==> config.mk <==
export PLATFORM = sky130hd
export DESIGN_NAME = ipv4rhc_front
export DESIGN_NICKNAME = d
export VERILOG_FILES = /design/src/hw/rtl/ipv4rhc_pkg.sv /design/src/hw/rtl/ipv4rhc_front.sv
export SDC_FILE = /design/constraint.sdc
export NUM_CORES = 1
export LEC_CHECK = 0
export BUFFER_PORTS_ARGS = -buffer_cell sky130_fd_sc_hd__clkbuf_2
export CAP_MARGIN = 15
export CORE_MARGIN = 3
export CORE_UTILIZATION = 34
export DETAILED_ROUTE_END_ITERATION = 10
export GPL_ROUTABILITY_DRIVEN = 0
export GPL_TIMING_DRIVEN = 0
export PLACE_DENSITY_LB_ADDON = 0.2
export SYNTH_ARGS = -nofsm -noshare
export SYNTH_HDL_FRONTEND = slang
export SYNTH_SLANG_ARGS = --single-unit
==> constraint.sdc <==
create_clock -name clk -period 5.9 [get_ports clk]
set_clock_uncertainty 0.05 [all_clocks]
set_input_delay 0.59 -clock clk [delete_from_list [all_inputs] [get_ports clk]]
set_output_delay 0.59 -clock clk [all_outputs]
set_load 0.03 [all_outputs]
==> src/hw/rtl/ipv4rhc_pkg.sv <==
// ----------------------------------------------------------------------------
// ipv4rhc_pkg
// Shared types and constants of the IPv4 receive header checker: verdict
// codes, header limits and the record passed from the parser to the verdict.
// ----------------------------------------------------------------------------
package ipv4rhc_pkg;

    // Verdict codes, as they appear in the status field of a result word.
    localparam logic [3:0] STATUS_ICMP       = 4'd0;
    localparam logic [3:0] STATUS_UDP        = 4'd1;
    localparam logic [3:0] STATUS_TCP        = 4'd2;
    localparam logic [3:0] STATUS_OTHER      = 4'd3;
    localparam logic [3:0] STATUS_TOO_SHORT  = 4'd4;
    localparam logic [3:0] STATUS_BAD_VER    = 4'd5;
    localparam logic [3:0] STATUS_BAD_HLEN   = 4'd6;
    localparam logic [3:0] STATUS_BAD_TLEN   = 4'd7;
    localparam logic [3:0] STATUS_BAD_CSUM   = 4'd8;
    localparam logic [3:0] STATUS_NOT_LOCAL  = 4'd9;

    // Protocol numbers that get a class of their own.
    localparam logic [7:0] PROTO_ICMP = 8'd1;
    localparam logic [7:0] PROTO_UDP  = 8'd17;
    localparam logic [7:0] PROTO_TCP  = 8'd6;

    localparam logic [3:0]  IPV4_VERSION  = 4'd4;
    localparam logic [5:0]  MIN_HDR_BYTES = 6'd20;
    localparam logic [15:0] COUNT_MAX     = 16'hFFFF;
    localparam logic [31:0] BCAST_ADDR    = 32'hFFFF_FFFF;

    // Header byte offsets of the captured fields.
    localparam logic [15:0] OFF_VER_IHL   = 16'd0;
    localparam logic [15:0] OFF_TLEN_HI   = 16'd2;
    localparam logic [15:0] OFF_TLEN_LO   = 16'd3;
    localparam logic [15:0] OFF_PROTO     = 16'd9;
    localparam logic [15:0] OFF_CSUM_HI   = 16'd10;
    localparam logic [15:0] OFF_CSUM_LO   = 16'd11;
    localparam logic [15:0] OFF_SRC_FIRST = 16'd12;
    localparam logic [15:0] OFF_SRC_LAST  = 16'd15;
    localparam logic [15:0] OFF_DST_FIRST = 16'd16;
    localparam logic [15:0] OFF_DST_LAST  = 16'd19;

    // Configuration register index.
    localparam logic REG_LOCAL_ADDR = 1'b0;

    localparam int RESULT_BITS = 104;

    // Everything the verdict needs about one finished packet.
    typedef struct packed {
        logic [15:0] len;
        logic [7:0]  ver_ihl;
        logic [20:0] sum;
        logic [15:0] csum;
        logic [15:0] tlen;
        logic [7:0]  proto;
        logic [31:0] src;
        logic [31:0] dst;
    } pkt_rec_t;

endpackage

==> src/hw/rtl/ipv4rhc_front.sv <==
// ----------------------------------------------------------------------------
// ipv4rhc_front
// Byte parser: captures header fields and sums header words, and hands one
// record per packet to the queue when the last byte is taken.
// ----------------------------------------------------------------------------
module ipv4rhc_front
(
    input  logic                   clk,
    input  logic                   rst_n,
    input  logic                   byte_valid,
    input  logic [7:0]             data_byte,
    input  logic                   last_byte,
    input  logic                   room,
    output logic                   byte_ready,
    output logic                   push,
    output ipv4rhc_pkg::pkt_rec_t  push_rec
);
    import ipv4rhc_pkg::*;

    logic [15:0] count_reg, count_next;
    logic [7:0]  ver_reg, ver_next;
    logic [7:0]  pend_reg, pend_next;
    logic [20:0] sum_reg, sum_next;
    logic [15:0] csum_reg, csum_next;
    logic [15:0] tlen_reg, tlen_next;
    logic [7:0]  proto_reg, proto_next;
    logic [31:0] src_reg, src_next;
    logic [31:0] dst_reg, dst_next;
    logic [5:0]  hl;
    logic        in_hdr;
    logic        take;

    assign byte_ready = room;
    assign take       = byte_valid && room;

    always_comb
    begin
        ver_next   = (count_reg == OFF_VER_IHL) ? data_byte : ver_reg;
        hl         = {ver_next[3:0], 2'b00};
        tlen_next  = tlen_reg;
        proto_next = proto_reg;
        csum_next  = csum_reg;
        src_next   = src_reg;
        dst_next   = dst_reg;
        pend_next  = pend_reg;
        sum_next   = sum_reg;

        // Offsets that hold no captured field leave every field unchanged.
        if (count_reg == OFF_TLEN_HI || count_reg == OFF_TLEN_LO)
        begin
            tlen_next = {tlen_reg[7:0], data_byte};
        end
        else if (count_reg == OFF_PROTO)
        begin
            proto_next = data_byte;
        end
        else if (count_reg == OFF_CSUM_HI || count_reg == OFF_CSUM_LO)
        begin
            csum_next = {csum_reg[7:0], data_byte};
        end
        else if (count_reg >= OFF_SRC_FIRST && count_reg <= OFF_SRC_LAST)
        begin
            src_next = {src_reg[23:0], data_byte};
        end
        else if (count_reg >= OFF_DST_FIRST && count_reg <= OFF_DST_LAST)
        begin
            dst_next = {dst_reg[23:0], data_byte};
        end

        // The checksum word itself is left out of the sum.
        in_hdr = count_reg < {10'd0, hl};
        if (in_hdr && !count_reg[0])
        begin
            pend_next = data_byte;
        end
        else if (in_hdr && count_reg != OFF_CSUM_LO)
        begin
            sum_next = sum_reg + {5'd0, pend_reg, data_byte};
        end

        count_next = (count_reg == COUNT_MAX) ? count_reg : count_reg + 16'd1;
    end

    assign push             = take && last_byte;
    assign push_rec.len     = count_next;
    assign push_rec.ver_ihl = ver_next;
    assign push_rec.sum     = sum_next;
    assign push_rec.csum    = csum_next;
    assign push_rec.tlen    = tlen_next;
    assign push_rec.proto   = proto_next;
    assign push_rec.src     = src_next;
    assign push_rec.dst     = dst_next;

    always_ff @(posedge clk or negedge rst_n)
    begin
        if (!rst_n)
        begin
            count_reg <= '0;
            ver_reg   <= '0;
            pend_reg  <= '0;
            sum_reg   <= '0;
            csum_reg  <= '0;
            tlen_reg  <= '0;
            proto_reg <= '0;
            src_reg   <= '0;
            dst_reg   <= '0;
        end
        else if (take && last_byte)
        begin
            // Packet finished: every per-packet field starts again from zero.
            count_reg <= '0;
            ver_reg   <= '0;
            pend_reg  <= '0;
            sum_reg   <= '0;
            csum_reg  <= '0;
            tlen_reg  <= '0;
            proto_reg <= '0;
            src_reg   <= '0;
            dst_reg   <= '0;
        end
        else if (take)
        begin
            count_reg <= count_next;
            ver_reg   <= ver_next;
            pend_reg  <= pend_next;
            sum_reg   <= sum_next;
            csum_reg  <= csum_next;
            tlen_reg  <= tlen_next;
            proto_reg <= proto_next;
            src_reg   <= src_next;
            dst_reg   <= dst_next;
        end
    end

endmodule

=== Word level (Yosys, flattened, before mapping) ===
Cells that the tools add are included.

* Output and inout port bits: 151
* Flip-flop bits (word level): 157
* Logic and storage cells: 74

* Add/subtract/negate cells: 2
* Magnitude comparators: 5
* Equal/unequal tests: 7
* Multiplexer cells: 38
* Reduce and logical (&&, ||, !) cells: 13

{| class="wikitable"
|+ Operators by type and width
! operator !! number
|-
| 2-to-1 mux 32 bit || 13
|-
| 2-to-1 mux 16 bit || 11
|-
| 2-to-1 mux 21 bit || 4
|-
| 2-to-1 mux 8 bit || 10
|-
| == test 16 x 4 -> 1 bit, second input constant || 3
|-
| == test 16 x 2 -> 1 bit, second input constant || 2
|-
| adder 21 x 16 -> 21 bit || 1
|-
| adder 16 x 1 -> 16 bit, second input constant || 1
|-
| == test 16 bit, second input constant || 1
|-
| >= comparator 16 x 4 -> 1 bit, second input constant || 1
|-
| >= comparator 16 x 5 -> 1 bit, second input constant || 1
|-
| less-or-equal comparator 16 x 4 -> 1 bit, second input constant || 1
|-
| less-or-equal comparator 16 x 5 -> 1 bit, second input constant || 1
|-
| logical NOT 16 bit || 1
|-
| less-than comparator 16 x 6 -> 1 bit || 1
|-
| inequality test 16 x 4 -> 1 bit, second input constant || 1
|-
| logical AND 1 bit || 6
|-
| nonzero test 2 bit || 2
|-
| logical OR 1 bit || 2
|-
| AND reduction 2 bit || 1
|-
| logical NOT 1 bit || 1
|}

=== Logic depth before layout (Yosys ltp) ===
Gate-level depths: netlist of run 1.

* Depth in word-level cells: 9
* Gate-level depth with buffers: 17
* Gate-level depth less buffers: 13

=== Worst setup path after synthesis of run 1 ===
Ideal clock, no wire load.

* Path type: reg2out
* From: reg count_reg[5]
* To: out push_rec[123] in the netlist's numbering
* Cell stages (with the launch flop): 15
* Required time: 5.260 ns
* Data arrival time: 4.463 ns
* Setup slack: 0.797 ns
* Path through: dfrtp_1 > buf_4 > or3_4 > or3b_1 > or2_2 > clkbuf_1 > buf_1 > mux2i_1 > ha_1 > a21o_1 > a21o_1 > a2111oi_1 > nand3_1 > or4b_1 > xnor2_1

{| class="wikitable"
|+ RTL lines
! what !! line !! text
|-
| from (decl) || ipv4rhc_front.sv:20 || <nowiki>logic [15:0] count_reg, count_next;</nowiki>
|-
| from (signal assigned) || ipv4rhc_front.sv:123 || <nowiki>count_reg <= count_next;</nowiki>
|-
| to (decl) || ipv4rhc_front.sv:16 || <nowiki>output ipv4rhc_pkg::pkt_rec_t push_rec</nowiki>
|}

==> impl_metrics.toml, run 1 <==
[yosys]
syn_avg_cell_area_um2 = 8.555
synth_area_leaders = "dfrtp_1 42%, nand2_1 13%, mux2_2 5.6%, o21ai_0 5.5%, a22o_1 4.9%"
synth_cells = 1090
synth_edf_count = 0
mappedNetlistArea_mm2 = 0.009325
synthXorXnorAreaFrac_pct = 2.536
ys.flop_type = "dfrtp_1"
synth_top_family_by_area = "compound AO/OA/AOI/OAI gates"
async_flop_share_pct = 100.0
syn_nets = 1127
synthAdderAreaFrac_pct = 3.301
synth.distinct_cells = 66
yosysTopAreaCellShare_pct = 42.13
synth_compound_area_share_pct = 21.78
synth_top_cell_by_area = "dfrtp_1"
seq_area_frac_synth_pct = 42.13
synth.mux.area_fraction_pct = 5.877
ys_ff_latch = 157
synthSimpleGateAreaFrac_pct = 20.06
ys_warn_count = 0

[worst_hold_path]
hold_path.class = "primary input to asynchronous set/reset pin"

[worst_setup_path]
critPathLaunch = "count_reg[5]"
reg2reg_to = "sum_reg[20]"
crit_end = "push_rec[123]"
end_kind = "primary output"
crit_required_ns = 5.26
critPathArrivalTime_ns = 4.93
r2r-start = "count_reg[5]"
crit_type = "flip-flop to primary output"
critPathMaxFanout = 14
worstRegToRegCells = 13
startpoint_type = "flip-flop"
rrSetupSlack_ns = 1.42

[placed_design]
dp.final_hpwl_mm = 21.61
dp_cells = 1588
io_buffer_count = 162

[finish]
area_growth_pct = 20.03
fill_cells = 2707
final-instance-count-excl-fill = 1619
diodes = 0
drive_gt1_share_pct = 22.20
finish.utilization_pct = 42.24
fin_nets = 1308

[clock_network]
cts_hold_buf = 0
cts.sinks = 157
cts_tree = "yes"
cts-buffers-inserted = 17
root_buffer = "clkbuf_16"
cts_max_level = 4
clk_pin_slew_ns = 0.07
clock_latency_ns = 0.43
cts.path.max_buffers = 2

[global_routing]
grt_max_degree = 81
grt_pass1_wl_mm = 47.38
grt-ovfl-total = 0
antenna_found_initial = 0
grt_pass1_vias = 8347
grtUsageTotal_pct = 20.57

[drt]
first_iter_violations = 718
ant_nets = 0
wl_per_cell_um = 18.86
via_per_inst = 5.382
first_pass_iters = 5
vias = 8714
drc = 0
finalWirelength_mm = 30.54

[sta]
hold_viol = 0
final_max_slew_viol_count = 0
finalCritPeriodShare_pct = 94.41
setup_viol = 0
worst_pin_slew_ns = 0.8626
layout_min_cycle_time_ns = 5.570
relSlewSlack_pct = 42.50
rsz0062_at_grt = "no"
tns_ns = 0
max_freq_ghz = 0.1795

[floorplanning]
die-area_mm2 = 0.02945
die_h_um = 171.6
core_area_mm2 = 0.02650
die_x_um = 171.6
fp-row-count = 59
start_util_pct = 35.19
ios = 164

[power_and_ir_drop]
ir_drop_v = 0.0001930
leakagePower_nw = 5.491
power_density_mw_per_mm2 = 347.7

[status]
status = "completed"

[job]
maxCapViolations = 0
placed cells by master (no fill, tap or decap), drive strengths merged, types with 10 or more instances in the layout:
cell and count:
o21ai 115, dfrtp 157, nor2 37, clkbuf 241, buf 17, inv 27, a21oi 25, xnor2 21
mux2 46, a22oi 45, o31ai 10, a21o 10, a22o 52, nand2 331, nand3 17, ha 23
cells by family (layout without fill, tap and decap cells):
logic type,count (synthesis),in the layout
fa+ha+maj,24,24
compound gates,297,297
flops,157,157
mux,49,49
buf+inv,97,291
xor+xnor,27,27
simple gates,439,439
synthesized netlist by cell type, types with 4 or more instances:
| library cell | instances |
|---|---|
| nand2_1 | 331 |
| dfrtp_1 | 157 |
| o21ai_0 | 102 |
| clkbuf_1 | 62 |
| a22o_1 | 52 |
| mux2_2 | 46 |
| a22oi_1 | 45 |
| nor2_1 | 36 |
| a21oi_1 | 25 |
| ha_1 | 23 |
| xnor2_1 | 21 |
| inv_1 | 19 |
| nand3_1 | 17 |
| o21ai_2 | 11 |
| a21o_1 | 10 |
| buf_2 | 10 |
| o31ai_1 | 10 |
| a32o_1 | 7 |
| nand4_1 | 7 |
| and2_1 | 6 |
| o21a_1 | 6 |
| xor2_1 | 6 |
| and3_1 | 5 |
| nor3_1 | 5 |
| nand2b_1 | 4 |
| o211ai_1 | 4 |
| or2_2 | 4 |
layer usage:
metal  vias up  track usage [%]  part of all wire, %
met2       240            32.78                   46
met5         -                0                    0
met4         0            4.409                  1.3
met3        26            4.114                  5.6
met1      4253            29.06                   47
li1       4195                -                    -
stage by stage:
stage          instance area (µm²)  setup WS (ns)  hold slack [ns]  total power [W]
2_1_floorplan                 9325         0.7967           0.2444         0.002359
3_3_place_gp                 10560         0.1996           0.4085         0.002750
3_5_place_dp                 10590         0.1864           0.4163         0.002771
4_1_cts                      11180         0.1914           0.1728         0.003910
5_1_grt                      11190         0.1194           0.1936         0.004099
6_report                     11190         0.3298           0.1493         0.003892
worst min path at each step:
stage	to	slack (ns)	cells past startpoint
after floorplan	count_reg[0]	0.24	0
after global placement	proto_reg[5]	0.41	2
after detailed placement	proto_reg[5]	0.42	2
after CTS	dst_reg[26]	0.17	1
after global routing	dst_reg[26]	0.19	1
final	dst_reg[26]	0.15	1
critical path, stage by stage (launching register included):
cell	delay [ns]
dfrtp_1	0.40
buf_4	0.18
or3_4	0.39
or3b_1	0.43
or2_2	0.45
mux2i_2	0.22
ha_1	0.36
a21o_1	0.18
a21o_1	0.20
a2111oi_2	0.43
nand3_1	0.24
or4b_1	0.56
xnor2_1	0.22
clkbuf_2	0.24
what timing repair did:
action | 4_1_cts | 5_1_grt
setup endpoints to repair | 19 | 1
gates resized for setup | 1 | 2
pin swaps | 0 | 0
buffers inserted | 1 | 0
final cells by class:
type	instances	area (µm²)	share of cell area (%)
Tap cell	335	419.2	3.745
Multi-Input combinational cell	836	5009	44.75
Clock buffer	18	439.2	3.924
Buffer	76	324.1	2.895
Sequential cell	157	3929	35.10
Clock inverter	14	147.6	1.319
Timing Repair Buffer	164	854.6	7.635
Inverter	19	71.32	0.6372
where the power goes:
group | switching (W) | internal [W] | leakage (nW) | total [W]
sequential | 0.000153 | 0.00122 | 2.08 | 0.00138
combinational | 0.000902 | 0.000478 | 3.12 | 0.00138
clock | 0.000525 | 0.000610 | 0.287 | 0.00114
(Power assumes the default switching activity.)
==> inputs of run 2 (changes only) <==
- CORE_ASPECT_RATIO: not set -> 1.25
==> impl_metrics.toml, run 2 (synthesis gave the netlist of run 1 again) <==
[finish]
area_growth_pct = 20.15
drive_gt1_share_pct = 22.06
final_cell_mix = "331 x nand2_1, 161 x clkbuf_2, 157 x dfrtp_1"
fin_nets = 1307
diodes = 0
fill_cells = 2748
final-seq-area_mm2 = 0.003929
layout_commonest_cell = "nand2_1"
final-instance-count-excl-fill = 1628
post-route-cell-area_mm2 = 0.01120
multi_input_comb_area_mm2 = 0.005002

[floorplanning]
start_util_pct = 34.65
die-area_mm2 = 0.02946
die_x_um = 154.1
ios = 164
die_h_um = 191.2
core_area_mm2 = 0.02691
fp-row-count = 67

[worst_setup_path]
cp_slowest_cell = "or4b_1"
worstRegToRegCells = 13
worst-path-buf-inv = 2
crit_type = "flip-flop to primary output"
crit_top_cell = "a21o_1"
max_stage_delay_ns = 0.55
rrSetupSlack_ns = 1.46
critPathArrivalTime_ns = 4.91
startpoint_type = "flip-flop"
end_kind = "primary output"
reg2reg_to = "pend_reg[6]"
critPathMaxFanout = 14
critPathTopFamily = "simple AND/OR/NAND/NOR gates"
r2r-start = "count_reg[4]"
crit_required_ns = 5.26
worst-path-stages = 13
critPathLaunch = "count_reg[4]"
crit_chain = "buf_2 > or3_4 > or3b_1 > or2_2 > mux2i_1 > ha_1 > a21o_1 > a21o_1 > a2111oi_2 > nand3_1 > or4b_1 > xnor2_1 > clkbuf_2"
crit_end = "push_rec[123]"

[drt]
via_per_inst = 5.309
drc = 0
vias = 8643
wl_per_cell_um = 18.50
first_iter_violations = 499
ant_nets = 0
first_pass_iters = 5
finalWirelength_mm = 30.12

[clock_network]
cts_hold_buf = 0
cts.sinks = 157
clk_pin_slew_ns = 0.07
cts-buffers-inserted = 17
postCtsSetupRepairBufs = 0
clock_latency_ns = 0.44
cts.path.max_buffers = 2
post_cts_resized = 1
root_buffer = "clkbuf_16"
cts_tree = "yes"
cts_max_level = 4

[placed_design]
dp.final_hpwl_mm = 21.93
placedInstanceArea_mm2 = 0.01060
dp_cells = 1598
io_buffer_count = 162

[status]
status = "completed"

[sta]
finalCritPeriodShare_pct = 94.08
setup_viol = 0
relSlewSlack_pct = 39.79
worst_pin_slew_ns = 0.8957
layout_min_cycle_time_ns = 5.551
max_freq_ghz = 0.1802
rsz0062_at_grt = "no"
tns_ns = 0
final_max_slew_viol_count = 0
hold_viol = 0

[power_and_ir_drop]
leakagePower_nw = 5.490
ir_drop_v = 0.0002060
power_density_mw_per_mm2 = 346.4

[global_routing]
antenna_found_initial = 0
grt_pass1_vias = 8291
grt-ovfl-total = 0
grt_max_degree = 86
grtUsageTotal_pct = 20.29
grt_pass1_wl_mm = 47.47

[worst_hold_path]
hold_path.class = "primary input to asynchronous set/reset pin"

[job]
maxCapViolations = 0
[run 2: area by class of cell]
class / count / area share [%]
plain buffers: 76 / 2.892
clock buffers: 19 / 4.042
well taps: 345 / 3.853
flip-flops and latches: 157 / 35.06
inverters: 19 / 0.6365
repair buffers: 163 / 7.560
clock inverters: 13 / 1.307
multi-input cells: 836 / 44.65
[run 2: layer usage]
metal	GRT usage, %	vias to the layer above	share of wire, %
met5	0	-	0
met4	5.708	0	1.8
met3	4.053	37	5.0
met2	34.05	242	49
met1	26.67	4167	44
li1	-	4197	-
[run 2: where the power goes]
| group | internal (W) | leakage (nW) | switching [W] | total (W) |
|---|---|---|---|---|
| registers | 0.00122 | 2.08 | 0.000152 | 0.00138 |
| logic | 0.000475 | 3.11 | 0.000898 | 0.00137 |
| clock network | 0.000622 | 0.292 | 0.000510 | 0.00113 |
| total | 0.00232 | 5.49 | 0.00156 | 0.00388 |
[run 2: metrics by stage]
step	hold WS (ns)	setup slack [ns]	power [W]	utilization, %
after detailed placement	0.4145	0.3668	0.002772	39.41
after global routing	0.2255	0.1434	0.004110	41.64
after CTS	0.1976	0.2202	0.003914	41.62
final	0.1822	0.3492	0.003881	41.64
after floorplan	0.2444	0.7967	0.002359	-
after global placement	0.4083	0.3624	0.002755	39.27
[run 2: worst min path at each step]
| stage | from | end | slack (ns) |
|---|---|---|---|
| 2_1_floorplan | rst_n | count_reg[0] | 0.24 |
| 3_3_place_gp | proto_reg[6] | proto_reg[6] | 0.41 |
| 3_5_place_dp | proto_reg[1] | proto_reg[1] | 0.41 |
| 4_1_cts | rst_n | src_reg[14] | 0.20 |
| 5_1_grt | rst_n | src_reg[16] | 0.23 |
| 6_report | rst_n | src_reg[24] | 0.18 |
